<file path="config.mk">
export PLATFORM = sky130hd
export DESIGN_NAME = resp_stream_parser_core
export DESIGN_NICKNAME = d
export VERILOG_FILES = /design/src/hdl/rsp_pkg.sv /design/src/hdl/rsp_in_stage.sv /design/src/hdl/rsp_parse.sv /design/src/hdl/rsp_out_stage.sv /design/src/hdl/resp_stream_parser_core.sv
export SDC_FILE = /design/constraint.sdc
export NUM_CORES = 1
export LEC_CHECK = 0
export BUFFER_PORTS_ARGS = -buffer_cell sky130_fd_sc_hd__buf_2
export CORE_MARGIN = 5
export CORE_UTILIZATION = 60
export CTS_CLUSTER_DIAMETER = 60
export DETAILED_ROUTE_END_ITERATION = 10
export MAX_ROUTING_LAYER = met4
export PLACE_DENSITY = 0.85
export SYNTH_ARGS = -nofsm -noshare
export SYNTH_HDL_FRONTEND = slang
export SYNTH_SLANG_ARGS = --single-unit
</file>
<file path="constraint.sdc">
create_clock -name clk_i -period 16.7 [get_ports clk_i]
set_clock_uncertainty 0.15 [all_clocks]
set_input_delay 3.34 -clock clk_i [delete_from_list [all_inputs] [get_ports clk_i]]
set_output_delay 3.34 -clock clk_i [all_outputs]
set_load 0.005 [all_outputs]
</file>
<file path="src/hdl/rsp_pkg.sv">
// Shared types, character codes and numeric limits for the RESP2 reply parser.
// Used by rsp_parse, rsp_out_stage, the top level and the checkers; depends on nothing.
`timescale 1ns / 1ps

package rsp_pkg;

  localparam int LenBitsDef = 32;

  localparam logic [7:0] CH_CR     = 8'h0D;
  localparam logic [7:0] CH_LF     = 8'h0A;
  localparam logic [7:0] CH_PLUS   = 8'h2B;
  localparam logic [7:0] CH_MINUS  = 8'h2D;
  localparam logic [7:0] CH_COLON  = 8'h3A;
  localparam logic [7:0] CH_DOLLAR = 8'h24;
  localparam logic [7:0] CH_STAR   = 8'h2A;
  localparam logic [7:0] CH_ZERO   = 8'h30;
  localparam logic [7:0] CH_ONE    = 8'h31;
  localparam logic [7:0] CH_NINE   = 8'h39;

  localparam logic [63:0] IntPosLimit = 64'h7FFF_FFFF_FFFF_FFFF;
  localparam logic [63:0] IntNegLimit = 64'h8000_0000_0000_0000;
  localparam logic [63:0] ArrLimit    = 64'h0000_0000_FFFF_FFFF;

  localparam logic [63:0] IntPosDiv = IntPosLimit / 64'd10;
  localparam logic [3:0]  IntPosMod = 4'(IntPosLimit % 64'd10);
  localparam logic [63:0] IntNegDiv = IntNegLimit / 64'd10;
  localparam logic [3:0]  IntNegMod = 4'(IntNegLimit % 64'd10);
  localparam logic [63:0] ArrDiv    = ArrLimit / 64'd10;
  localparam logic [3:0]  ArrMod    = 4'(ArrLimit % 64'd10);

  typedef enum logic [4:0] {
    PH_IDLE, PH_SIMPLE_TXT, PH_SIMPLE_LF, PH_ERR_TXT, PH_INT_SIGN, PH_INT_DIG,
    PH_BULK_DIG, PH_BULK_HDR_LF, PH_BULK_DATA, PH_BULK_END_CR, PH_BULK_END_LF,
    PH_NULL_ONE, PH_NULL_CR, PH_NULL_LF, PH_ARR_DIG, PH_ARR_LF
  } rsp_phase_e;

  typedef enum logic [1:0] {
    KIND_DATA, KIND_DONE, KIND_ARRAY_HDR, KIND_FAULT
  } rsp_kind_e;

  typedef enum logic [2:0] {
    VT_SIMPLE, VT_ERROR, VT_INTEGER, VT_BULK, VT_NULL, VT_ARRAY
  } rsp_vtype_e;

  typedef enum logic [2:0] {
    FLT_NONE, FLT_BAD_TYPE, FLT_BAD_DIGIT, FLT_NO_CRLF, FLT_OVERFLOW, FLT_EMPTY
  } rsp_fault_e;

  typedef struct packed {
    rsp_kind_e   kind;
    rsp_vtype_e  vtype;
    logic [7:0]  data;
    logic [63:0] number;
    logic        inarr;
    logic        done;
    rsp_fault_e  fcode;
  } rsp_res_t;

endpackage

</file>
<file path="src/hdl/rsp_in_stage.sv">
// Input register: captures one received byte and holds it until the parse step takes it.
// Depends on nothing beyond its ports.
`timescale 1ns / 1ps

module rsp_in_stage (
  input  logic       clk_i,
  input  logic       rst_ni,
  input  logic       in_valid_i,
  output logic       in_ready_o,
  input  logic [7:0] in_byte_i,
  input  logic       advance_i,
  output logic       vld_o,
  output logic [7:0] byte_o
);

  logic       vld_q;
  logic [7:0] byte_q;

  assign in_ready_o = !vld_q || advance_i;
  assign vld_o      = vld_q;
  assign byte_o     = byte_q;

  always_ff @(posedge clk_i or negedge rst_ni) begin
    if (!rst_ni) begin
      vld_q <= 1'b0;
    end else if (in_ready_o) begin
      vld_q <= in_valid_i;
    end
  end

  always_ff @(posedge clk_i) begin
    if (in_ready_o && in_valid_i) begin
      byte_q <= in_byte_i;
    end
  end

endmodule

</file>
<file path="src/hdl/rsp_parse.sv">
// Parse step: reply state registers and the single-pass next-state and result logic.
// Depends on rsp_pkg.
`timescale 1ns / 1ps

module rsp_parse import rsp_pkg::*; #(
  parameter int LEN_BITS = LenBitsDef
) (
  input  logic       clk_i,
  input  logic       rst_ni,
  input  logic       en_i,
  input  logic [7:0] byte_i,
  output logic       res_vld_o,
  output rsp_res_t   res_o
);

  localparam logic [63:0] LenLimit = (LEN_BITS >= 64) ? {64{1'b1}} :
                                     ((64'd1 << LEN_BITS) - 64'd1);
  localparam logic [63:0] LenDiv = LenLimit / 64'd10;
  localparam logic [3:0]  LenMod = 4'(LenLimit % 64'd10);

  rsp_phase_e          phase_q, phase_d;
  rsp_vtype_e          cur_type_q, cur_type_d;
  logic                negative_q, negative_d;
  logic [63:0]         accum_q, accum_d;
  logic                seen_q, seen_d;
  logic [LEN_BITS-1:0] bytes_left_q, bytes_left_d;
  logic [31:0]         elems_left_q, elems_left_d;
  logic                in_array_q, in_array_d;
  logic                swallow_q, swallow_d;

  logic        is_dig, is_eol, skip;
  logic [3:0]  dval;
  logic [63:0] lim_div, acc_next;
  logic [3:0]  lim_mod;
  logic        ovf;
  logic        flt, fin;
  rsp_fault_e  fcode;
  rsp_vtype_e  fin_type;
  logic [63:0] fin_num;

  assign is_dig   = (byte_i >= CH_ZERO) && (byte_i <= CH_NINE);
  assign is_eol   = (byte_i == CH_CR) || (byte_i == CH_LF);
  assign dval     = 4'(byte_i - CH_ZERO);
  assign skip     = swallow_q && (byte_i == CH_LF);
  assign acc_next = (accum_q << 3) + (accum_q << 1) + {60'd0, dval};

  always_comb begin
    unique case (phase_q)
      PH_BULK_DIG: begin
        lim_div = LenDiv;
        lim_mod = LenMod;
      end
      PH_ARR_DIG: begin
        lim_div = ArrDiv;
        lim_mod = ArrMod;
      end
      default: begin
        lim_div = negative_q ? IntNegDiv : IntPosDiv;
        lim_mod = negative_q ? IntNegMod : IntPosMod;
      end
    endcase
  end

  assign ovf = (accum_q > lim_div) || ((accum_q == lim_div) && (dval > lim_mod));

  always_comb begin
    phase_d      = phase_q;
    cur_type_d   = cur_type_q;
    negative_d   = negative_q;
    accum_d      = accum_q;
    seen_d       = seen_q;
    bytes_left_d = bytes_left_q;
    elems_left_d = elems_left_q;
    in_array_d   = in_array_q;
    swallow_d    = swallow_q;
    res_vld_o    = 1'b0;
    res_o        = '0;
    flt          = 1'b0;
    fcode        = FLT_NONE;
    fin          = 1'b0;
    fin_type     = VT_SIMPLE;
    fin_num      = '0;

    if (en_i) begin
      swallow_d = 1'b0;
      if (!skip) begin
        unique case (phase_q)
          PH_IDLE: begin
            negative_d   = 1'b0;
            accum_d      = '0;
            seen_d       = 1'b0;
            bytes_left_d = '0;
            priority if (byte_i == CH_PLUS) begin
              cur_type_d = VT_SIMPLE;
              phase_d    = PH_SIMPLE_TXT;
            end else if (byte_i == CH_COLON) begin
              cur_type_d = VT_INTEGER;
              phase_d    = PH_INT_SIGN;
            end else if (byte_i == CH_DOLLAR) begin
              cur_type_d = VT_BULK;
              phase_d    = PH_BULK_DIG;
            end else if (!in_array_q && byte_i == CH_MINUS) begin
              cur_type_d = VT_ERROR;
              phase_d    = PH_ERR_TXT;
            end else if (!in_array_q && byte_i == CH_STAR) begin
              cur_type_d = VT_ARRAY;
              phase_d    = PH_ARR_DIG;
            end else begin
              cur_type_d = VT_SIMPLE;
              flt        = 1'b1;
              fcode      = FLT_BAD_TYPE;
            end
          end
          PH_SIMPLE_TXT: begin
            if (is_eol) begin
              priority if (!seen_q) begin
                flt   = 1'b1;
                fcode = FLT_EMPTY;
              end else if (byte_i == CH_LF) begin
                flt   = 1'b1;
                fcode = FLT_NO_CRLF;
              end else begin
                phase_d = PH_SIMPLE_LF;
              end
            end else begin
              seen_d       = 1'b1;
              res_vld_o    = 1'b1;
              res_o.kind   = KIND_DATA;
              res_o.vtype  = VT_SIMPLE;
              res_o.data   = byte_i;
              res_o.inarr  = in_array_q;
            end
          end
          PH_SIMPLE_LF: begin
            if (byte_i != CH_LF) begin
              flt   = 1'b1;
              fcode = FLT_NO_CRLF;
            end else begin
              fin      = 1'b1;
              fin_type = VT_SIMPLE;
            end
          end
          PH_ERR_TXT: begin
            if (is_eol) begin
              if (!seen_q) begin
                flt   = 1'b1;
                fcode = FLT_EMPTY;
              end else begin
                fin       = 1'b1;
                fin_type  = VT_ERROR;
                swallow_d = (byte_i == CH_CR);
              end
            end else begin
              seen_d       = 1'b1;
              res_vld_o    = 1'b1;
              res_o.kind   = KIND_DATA;
              res_o.vtype  = VT_ERROR;
              res_o.data   = byte_i;
              res_o.inarr  = in_array_q;
            end
          end
          PH_INT_SIGN, PH_INT_DIG: begin
            if (phase_q == PH_INT_SIGN && (byte_i == CH_PLUS || byte_i == CH_MINUS)) begin
              negative_d = (byte_i == CH_MINUS);
              phase_d    = PH_INT_DIG;
            end else begin
              phase_d = PH_INT_DIG;
              priority if (is_dig) begin
                if (ovf) begin
                  flt   = 1'b1;
                  fcode = FLT_OVERFLOW;
                end else begin
                  accum_d = acc_next;
                  seen_d  = 1'b1;
                end
              end else if (is_eol) begin
                if (!seen_q) begin
                  flt   = 1'b1;
                  fcode = FLT_BAD_DIGIT;
                end else begin
                  fin       = 1'b1;
                  fin_type  = VT_INTEGER;
                  fin_num   = negative_q ? (64'd0 - accum_q) : accum_q;
                  swallow_d = (byte_i == CH_CR);
                end
              end else begin
                flt   = 1'b1;
                fcode = FLT_BAD_DIGIT;
              end
            end
          end
          PH_BULK_DIG: begin
            priority if (byte_i == CH_MINUS && !seen_q) begin
              phase_d = PH_NULL_ONE;
            end else if (is_dig) begin
              if (ovf) begin
                flt   = 1'b1;
                fcode = FLT_OVERFLOW;
              end else begin
                accum_d = acc_next;
                seen_d  = 1'b1;
              end
            end else if (byte_i == CH_CR) begin
              if (!seen_q) begin
                flt   = 1'b1;
                fcode = FLT_BAD_DIGIT;
              end else begin
                bytes_left_d = accum_q[LEN_BITS-1:0];
                phase_d      = PH_BULK_HDR_LF;
              end
            end else if (byte_i == CH_LF && seen_q) begin
              flt   = 1'b1;
              fcode = FLT_NO_CRLF;
            end else begin
              flt   = 1'b1;
              fcode = FLT_BAD_DIGIT;
            end
          end
          PH_BULK_HDR_LF: begin
            if (byte_i != CH_LF) begin
              flt   = 1'b1;
              fcode = FLT_NO_CRLF;
            end else begin
              phase_d = (bytes_left_q != '0) ? PH_BULK_DATA : PH_BULK_END_CR;
            end
          end
          PH_BULK_DATA: begin
            res_vld_o    = 1'b1;
            res_o.kind   = KIND_DATA;
            res_o.vtype  = VT_BULK;
            res_o.data   = byte_i;
            res_o.inarr  = in_array_q;
            bytes_left_d = bytes_left_q - LEN_BITS'(1);
            if (bytes_left_d == '0) begin
              phase_d = PH_BULK_END_CR;
            end
          end
          PH_BULK_END_CR: begin
            if (byte_i != CH_CR) begin
              flt   = 1'b1;
              fcode = FLT_NO_CRLF;
            end else begin
              phase_d = PH_BULK_END_LF;
            end
          end
          PH_BULK_END_LF: begin
            if (byte_i != CH_LF) begin
              flt   = 1'b1;
              fcode = FLT_NO_CRLF;
            end else begin
              fin      = 1'b1;
              fin_type = VT_BULK;
              fin_num  = accum_q;
            end
          end
          PH_NULL_ONE: begin
            cur_type_d = VT_NULL;
            if (byte_i != CH_ONE) begin
              flt   = 1'b1;
              fcode = FLT_BAD_DIGIT;
            end else begin
              phase_d = PH_NULL_CR;
            end
          end
          PH_NULL_CR: begin
            if (byte_i != CH_CR) begin
              flt   = 1'b1;
              fcode = FLT_NO_CRLF;
            end else begin
              phase_d = PH_NULL_LF;
            end
          end
          PH_NULL_LF: begin
            if (byte_i != CH_LF) begin
              flt   = 1'b1;
              fcode = FLT_NO_CRLF;
            end else begin
              fin      = 1'b1;
              fin_type = VT_NULL;
            end
          end
          PH_ARR_DIG: begin
            priority if (is_dig) begin
              if (ovf) begin
                flt   = 1'b1;
                fcode = FLT_OVERFLOW;
              end else begin
                accum_d = acc_next;
                seen_d  = 1'b1;
              end
            end else if (byte_i == CH_CR) begin
              if (!seen_q) begin
                flt   = 1'b1;
                fcode = FLT_BAD_DIGIT;
              end else begin
                phase_d = PH_ARR_LF;
              end
            end else if (byte_i == CH_LF && seen_q) begin
              flt   = 1'b1;
              fcode = FLT_NO_CRLF;
            end else begin
              flt   = 1'b1;
              fcode = FLT_BAD_DIGIT;
            end
          end
          PH_ARR_LF: begin
            if (byte_i != CH_LF) begin
              flt   = 1'b1;
              fcode = FLT_NO_CRLF;
            end else begin
              res_vld_o    = 1'b1;
              res_o.kind   = KIND_ARRAY_HDR;
              res_o.vtype  = VT_ARRAY;
              res_o.number = accum_q;
              res_o.done   = (accum_q == '0);
              if (accum_q != '0) begin
                in_array_d   = 1'b1;
                elems_left_d = accum_q[31:0];
              end
              phase_d = PH_IDLE;
            end
          end
          default: begin
            cur_type_d = VT_SIMPLE;
            flt        = 1'b1;
            fcode      = FLT_BAD_TYPE;
          end
        endcase

        if (flt) begin
          res_vld_o    = 1'b1;
          res_o        = '0;
          res_o.kind   = KIND_FAULT;
          res_o.vtype  = cur_type_d;
          res_o.inarr  = in_array_q;
          res_o.fcode  = fcode;
          phase_d      = PH_IDLE;
          cur_type_d   = VT_SIMPLE;
          negative_d   = 1'b0;
          accum_d      = '0;
          seen_d       = 1'b0;
          bytes_left_d = '0;
          elems_left_d = '0;
          in_array_d   = 1'b0;
          swallow_d    = 1'b0;
        end else if (fin) begin
          res_vld_o    = 1'b1;
          res_o        = '0;
          res_o.kind   = KIND_DONE;
          res_o.vtype  = fin_type;
          res_o.number = fin_num;
          res_o.inarr  = in_array_q;
          res_o.done   = 1'b1;
          if (in_array_q) begin
            elems_left_d = elems_left_q - 32'd1;
            if (elems_left_d == '0) begin
              in_array_d = 1'b0;
            end else begin
              res_o.done = 1'b0;
            end
          end
          phase_d = PH_IDLE;
        end
      end
    end
  end

  always_ff @(posedge clk_i or negedge rst_ni) begin
    if (!rst_ni) begin
      phase_q      <= PH_IDLE;
      cur_type_q   <= VT_SIMPLE;
      negative_q   <= 1'b0;
      accum_q      <= '0;
      seen_q       <= 1'b0;
      bytes_left_q <= '0;
      elems_left_q <= '0;
      in_array_q   <= 1'b0;
      swallow_q    <= 1'b0;
    end else begin
      phase_q      <= phase_d;
      cur_type_q   <= cur_type_d;
      negative_q   <= negative_d;
      accum_q      <= accum_d;
      seen_q       <= seen_d;
      bytes_left_q <= bytes_left_d;
      elems_left_q <= elems_left_d;
      in_array_q   <= in_array_d;
      swallow_q    <= swallow_d;
    end
  end

endmodule

</file>
<file path="src/hdl/rsp_out_stage.sv">
// Result register: holds one parse result until the consumer takes it.
// Depends on rsp_pkg.
`timescale 1ns / 1ps

module rsp_out_stage import rsp_pkg::*; (
  input  logic     clk_i,
  input  logic     rst_ni,
  input  logic     res_vld_i,
  input  rsp_res_t res_i,
  output logic     advance_o,
  output logic     out_valid_o,
  input  logic     out_ready_i,
  output rsp_res_t res_o
);

  logic     vld_q;
  rsp_res_t res_q;

  assign advance_o   = !vld_q || out_ready_i;
  assign out_valid_o = vld_q;
  assign res_o       = res_q;

  always_ff @(posedge clk_i or negedge rst_ni) begin
    if (!rst_ni) begin
      vld_q <= 1'b0;
    end else if (advance_o) begin
      vld_q <= res_vld_i;
    end
  end

  always_ff @(posedge clk_i) begin
    if (advance_o && res_vld_i) begin
      res_q <= res_i;
    end
  end

endmodule

</file>
<file path="src/hdl/resp_stream_parser_core.sv">
// Top level of the RESP2 reply parser: input register, parse step, result register.
// Depends on rsp_pkg, rsp_in_stage, rsp_parse and rsp_out_stage.
`timescale 1ns / 1ps

// One received byte is accepted per cycle while the result register is empty or
// being taken, and gives at most one result word, registered in the result register.
// The rate is set by the single parse step between the input register and the
// result register, whose longest path is the 64-bit multiply-by-ten-plus-digit
// update and its overflow compare. The result register frees as soon as the
// consumer takes its word, so a full stream runs at one byte per cycle while
// out_ready_i stays high. LEN_BITS caps bulk lengths at 2^LEN_BITS-1.

module resp_stream_parser_core import rsp_pkg::*; #(
  parameter int LEN_BITS = LenBitsDef
) (
  input  logic               clk_i,
  input  logic               rst_ni,
  input  logic               in_valid_i,
  output logic               in_ready_o,
  input  logic [7:0]         in_byte_i,
  output logic               out_valid_o,
  input  logic               out_ready_i,
  output logic [1:0]         out_kind_o,
  output logic [2:0]         value_type_o,
  output logic [7:0]         data_byte_o,
  output logic signed [63:0] number_o,
  output logic               inside_array_o,
  output logic               message_done_o,
  output logic [2:0]         fault_code_o
);

  logic       advance;
  logic       byte_vld;
  logic [7:0] byte_q;
  logic       res_vld;
  rsp_res_t   res;
  rsp_res_t   out_res;

  rsp_in_stage u_in (
    .clk_i      (clk_i),
    .rst_ni     (rst_ni),
    .in_valid_i (in_valid_i),
    .in_ready_o (in_ready_o),
    .in_byte_i  (in_byte_i),
    .advance_i  (advance),
    .vld_o      (byte_vld),
    .byte_o     (byte_q)
  );

  rsp_parse #(
    .LEN_BITS (LEN_BITS)
  ) u_parse (
    .clk_i     (clk_i),
    .rst_ni    (rst_ni),
    .en_i      (advance && byte_vld),
    .byte_i    (byte_q),
    .res_vld_o (res_vld),
    .res_o     (res)
  );

  rsp_out_stage u_out (
    .clk_i       (clk_i),
    .rst_ni      (rst_ni),
    .res_vld_i   (res_vld),
    .res_i       (res),
    .advance_o   (advance),
    .out_valid_o (out_valid_o),
    .out_ready_i (out_ready_i),
    .res_o       (out_res)
  );

  assign out_kind_o     = out_res.kind;
  assign value_type_o   = out_res.vtype;
  assign data_byte_o    = out_res.data;
  assign number_o       = $signed(out_res.number);
  assign inside_array_o = out_res.inarr;
  assign message_done_o = out_res.done;
  assign fault_code_o   = out_res.fcode;

endmodule

</file>
==> out/metrics.sh <==
UNREPAIRED_SETUP_ENDPOINTS_AFTER_GLOBAL_ROUTING='false'
PLACEDINSTANCEAREA_MM2=0.01965
GRT_OVERFLOW=0
SYN_AREA_MM2=0.01900
SYNTH_EDF_COUNT=90
SYNTHCELLS=2363
ACHIEVABLE-FREQUENCY_GHz=0.1380
TIMING_MAX_TRANSITION_VIOLATIONS_FINAL=0
CTS_RESIZED=0
SYNTHTOLAYOUTAREAGROWTH_PCT=8.483
DETAILEDROUTE.FIRSTPASSITERATIONCOUNT=6
WORSTSKEWPAIRLATENCY_NS=0.56
CTS_HOLD_REPAIR.BUFFERS=0
CRITICAL_PATH_PEAK_FANOUT=3
TOTALWIRELENGTH_MM=63.82
FILLCELLCOUNT=2642
CTS_INSERTED_BUFFERS=29
POSTSYNTHNETCOUNT=2532
CRITPATHREQUIREDTIME_NS=13.21
CTS_SETUP_BUFFERS=0
MIN_PERIOD_OVER_PERIOD_PCT=43.40
LEAKAGE_nW=9.179
DIE_SPAN_IN_X_UM=187.9
CRITPATHARRIVALTIME_NS=3.76
SLEW-LIMIT-HEADROOM_PCT=18.25
DIE_H_UM=187.9
VIAS=19490
POSTSYNTHREGISTERBITS=231
SYNTHESIZED_AREA_DIVIDED_BY_SYNTHESIZED_CELL_COUNT_UM2=8.040
POST_ROUTE_CELLS_DRIVE_ABOVE_1_SHARE_PCT=8.770
HTREE_LEVELS=1
INTERNAL_POWER_W=0.001456
ANTENNADIODECOUNT=0
BUFFER_LEVELS_ON_THE_LONGEST_CLOCK_PATH=3
DRC=0
FINAL_LAYOUT_SETUP_TOTAL_NEGATIVE_SLACK_NS=0
INITIAL_ANTENNA_VIOLATION_COUNT=0
PLACE_HPWL_MM=45.13
OUTCOME='finished, final reports clean'
START_UTIL_PCT=60.52
SYNTH.YOSYS.SEQ_AREA_SHARE_PCT=32.80
DRTITER0DRC=2608
PLACE_CONGESTION=1.016
INSTANCES_NO_FILL=2785
RESIDUAL_ANTENNA_VIOLATING_NET_COUNT_AFTER_DETAILED_ROUTING=0
CRIT_PATH_TOP_DELAY_CELL='nand3b_1'
YS_WARNS=0
FIRST_GLOBAL_VIAS=18410
NETS=2530
SEQUENTIALPOWERSHARE_PCT=31.5
POST-PLACE-CELLS=2732
HOLD_VIOL_FINAL=0
POWER.SWITCHING_FRACTION_PCT=44.16
CRITICAL_PATH.MOST_COMMON_CELL='buf_2'
CLOCK_TREE_FROM_TRITONCTS='built'
CP-END-KIND='output port'
SHARE_CLK_OF_TOTAL_POWER_PCT=24.3
CLOCK-SINKS=231
FINAL_DESIGN_AREA_NO_FILL_MM2=0.02061
CORE_AREA_MM2=0.03139
NETSWITCHINGPOWER_W=0.001152
PERIOD_NEEDED_NS=7.248
MIN-DELAY-PATH-CLASS='reg -> reg'
GRT_USE_TOTAL_PCT=35.91
MAX_SLEW.WORST_PIN.SLEW_NS=1.225
SETUP_VIOL=0
POST_DRT_VIA_CELL_RATIO=6.999
SYNTH-MAIN-FF-CELL='dfrtp_1'
WL_PER_CELL_UM=22.91
POSTSYNTH.ASYNCRESETSHARE_PCT=61.04
GRT_START_MAX_NET_PINS=83
DESIGN.DIE.AREA_MM2=0.03532
FP-ROW-COUNT=65
WORSTPATHCELLLIST='buf_2 -> nand3b_1 -> buf_2'
WIRE_LENGTH_OF_THE_FIRST_GLOBAL_ROUTING_PASS_MM=100.8
MAXIMUM_RESISTIVE_DROP_ON_VDD_V=0.0001308
MAX-CAP-VIOLATIONS=0
ROOT_BUFFER='clkbuf_16'
CLKTRANSATPATHREGS_NS=0.06
SYNTH_CELL_TYPES=86
PWR_DENSITY_CELL_mW_PER_MM2=126.5
TOP_LEVEL_PORTS=96
WORST_SETUP_PATH_START_KIND='primary input'
CRIT_PATH_MAX_INCR_DELAY_NS=0.17
PORT_BUFFERS=95
TIMING.SETUP.CRITICAL_PATH_CLASS='in -> out'
POWER.SHARE.COMBINATIONAL_PCT=44.2
[layout make-up]
class	count	area, um2	area share (%)
Clock buffer	32	768.2	3.728
Clock inverter	21	190.2	0.9228
Inverter	52	195.2	0.9471
Multi-Input combinational cell	1925	12040	58.40
Sequential cell	231	6232	30.24
Tap cell	402	503.0	2.440
Timing Repair Buffer	122	684.4	3.321
[worst paths after layout]
kind | from | endpoint | slack, ns | cells past startpoint
worst max register to register | u_parse.phase_q[1] | u_out.res_o[58] | 9.60 | 14
min in group asynchronous | rst_ni | u_parse.cur_type_q[2] | 2.57 | 1
worst min-delay path | u_parse.cur_type_q[1] | u_parse.cur_type_q[1] | 0.37 | 2
max in group asynchronous | rst_ni | u_parse.accum_q[2] | 12.12 | 3
worst max-delay path | out_ready_i | in_ready_o | 9.45 | 3
worst min register to register | u_parse.cur_type_q[1] | u_parse.cur_type_q[1] | 0.37 | 2
[per-layer routing]
metal / routed length (um) / vias to the layer above / GRT usage [%]
met5: 0 / - / -
met4: 3355 / 0 / 15.92
met3: 7373 / 263 / 5.268
met2: 27810 / 1196 / 53.92
met1: 25270 / 9230 / 48.60
li1: - / 8804 / -
[stage by stage]
step	setup WS (ns)	total power, W	util (%)	hold slack, ns
after global placement	9.457	0.001916	62.60	0.3238
after detailed placement	9.453	0.001947	62.60	0.3457
final	9.452	0.002608	65.65	0.3651
after global routing	9.182	0.002765	65.65	0.3839
after floorplan	8.530	0.001615	-	0.2988
after CTS	9.450	0.002587	65.65	0.3654
[sequential cells by signal, indices dropped and copies added, names as in the netlist]
register,count
u_parse.elems_left_q,32
u_parse.accum_q,64
u_parse.seen_q,1
u_out.res_o,82
u_in.byte_o,8
u_parse.swallow_q,1
u_parse.in_array_q,1
u_parse.phase_q,4
u_parse.negative_q,1
u_parse.bytes_left_q,32
u_out.out_valid_o,1
u_in.vld_o,1
u_parse.cur_type_q,3
[cell usage in the layout, fill, tap and decap left out, drive strengths merged, types with 16 or more instances in the layout]
| cell type | n |
|---|---|
| xnor2 | 42 |
| clkbuf | 32 |
| a211oi | 16 |
| o21ai | 245 |
| nand2 | 258 |
| a22oi | 18 |
| ha | 155 |
| and3 | 27 |
| or3 | 39 |
| xor2 | 39 |
| a311oi | 24 |
| nor2b | 19 |
| nand2b | 19 |
| nor3 | 89 |
| inv | 55 |
| nand3 | 50 |
| nor2 | 227 |
| buf | 122 |
| a21o | 46 |
| edfxtp | 90 |
| nand4 | 32 |
| a31oi | 25 |
| o31ai | 36 |
| a21oi | 237 |
| dfrtp | 141 |
| nor4 | 38 |
[cell usage after synthesis, drive strengths merged, types with 16 or more instances]
cell	instances	area (um2)
a211oi	16	120.1
a21o	46	345.3
a21oi	237	1186
a22oi	18	135.1
a311oi	24	210.2
a31oi	25	156.4
and3	27	168.9
clkbuf	143	538.0
dfrtp	141	3528
edfxtp	90	2703
ha	155	1939
inv	51	191.4
nand2	258	968.4
nand2b	19	118.9
nand3	50	250.2
nand4	32	206.5
nor2	227	852.1
nor2b	19	118.9
nor3	89	456.7
nor4	38	237.7
o21ai	245	1230
o31ai	36	275.3
or3	39	259.0
xnor2	42	367.9
xor2	39	341.6
[cell families after synthesis]
| kind of cell | share of synthesized area, % |
|---|---|
| AOI/OAI and AO/OA | 25.89 |
| muxes | 0.1646 |
| buffers and inverters | 4.169 |
| xor gates and xnor gates | 3.734 |
| and+or+nand+nor | 22.77 |
| DFF | 32.80 |
| adders and majority gates | 10.47 |
[power by group through the flow]
stage | sequential, W | clock (W) | combinational, W
after floorplan | 0.000807 | 0 | 0.000809
final | 0.000822 | 0.000633 | 0.00115
after global routing | 0.000834 | 0.000661 | 0.00127
after CTS | 0.000818 | 0.000635 | 0.00113
after global placement | 0.000822 | 0 | 0.00109
after detailed placement | 0.000827 | 0 | 0.00112
[worst max-delay path: cells and delay by family]
family        cells  cell delay (ns)
buf+inv           2             0.24
simple gates      1             0.17
No activity file was read; power rests on OpenSTA's default activity.
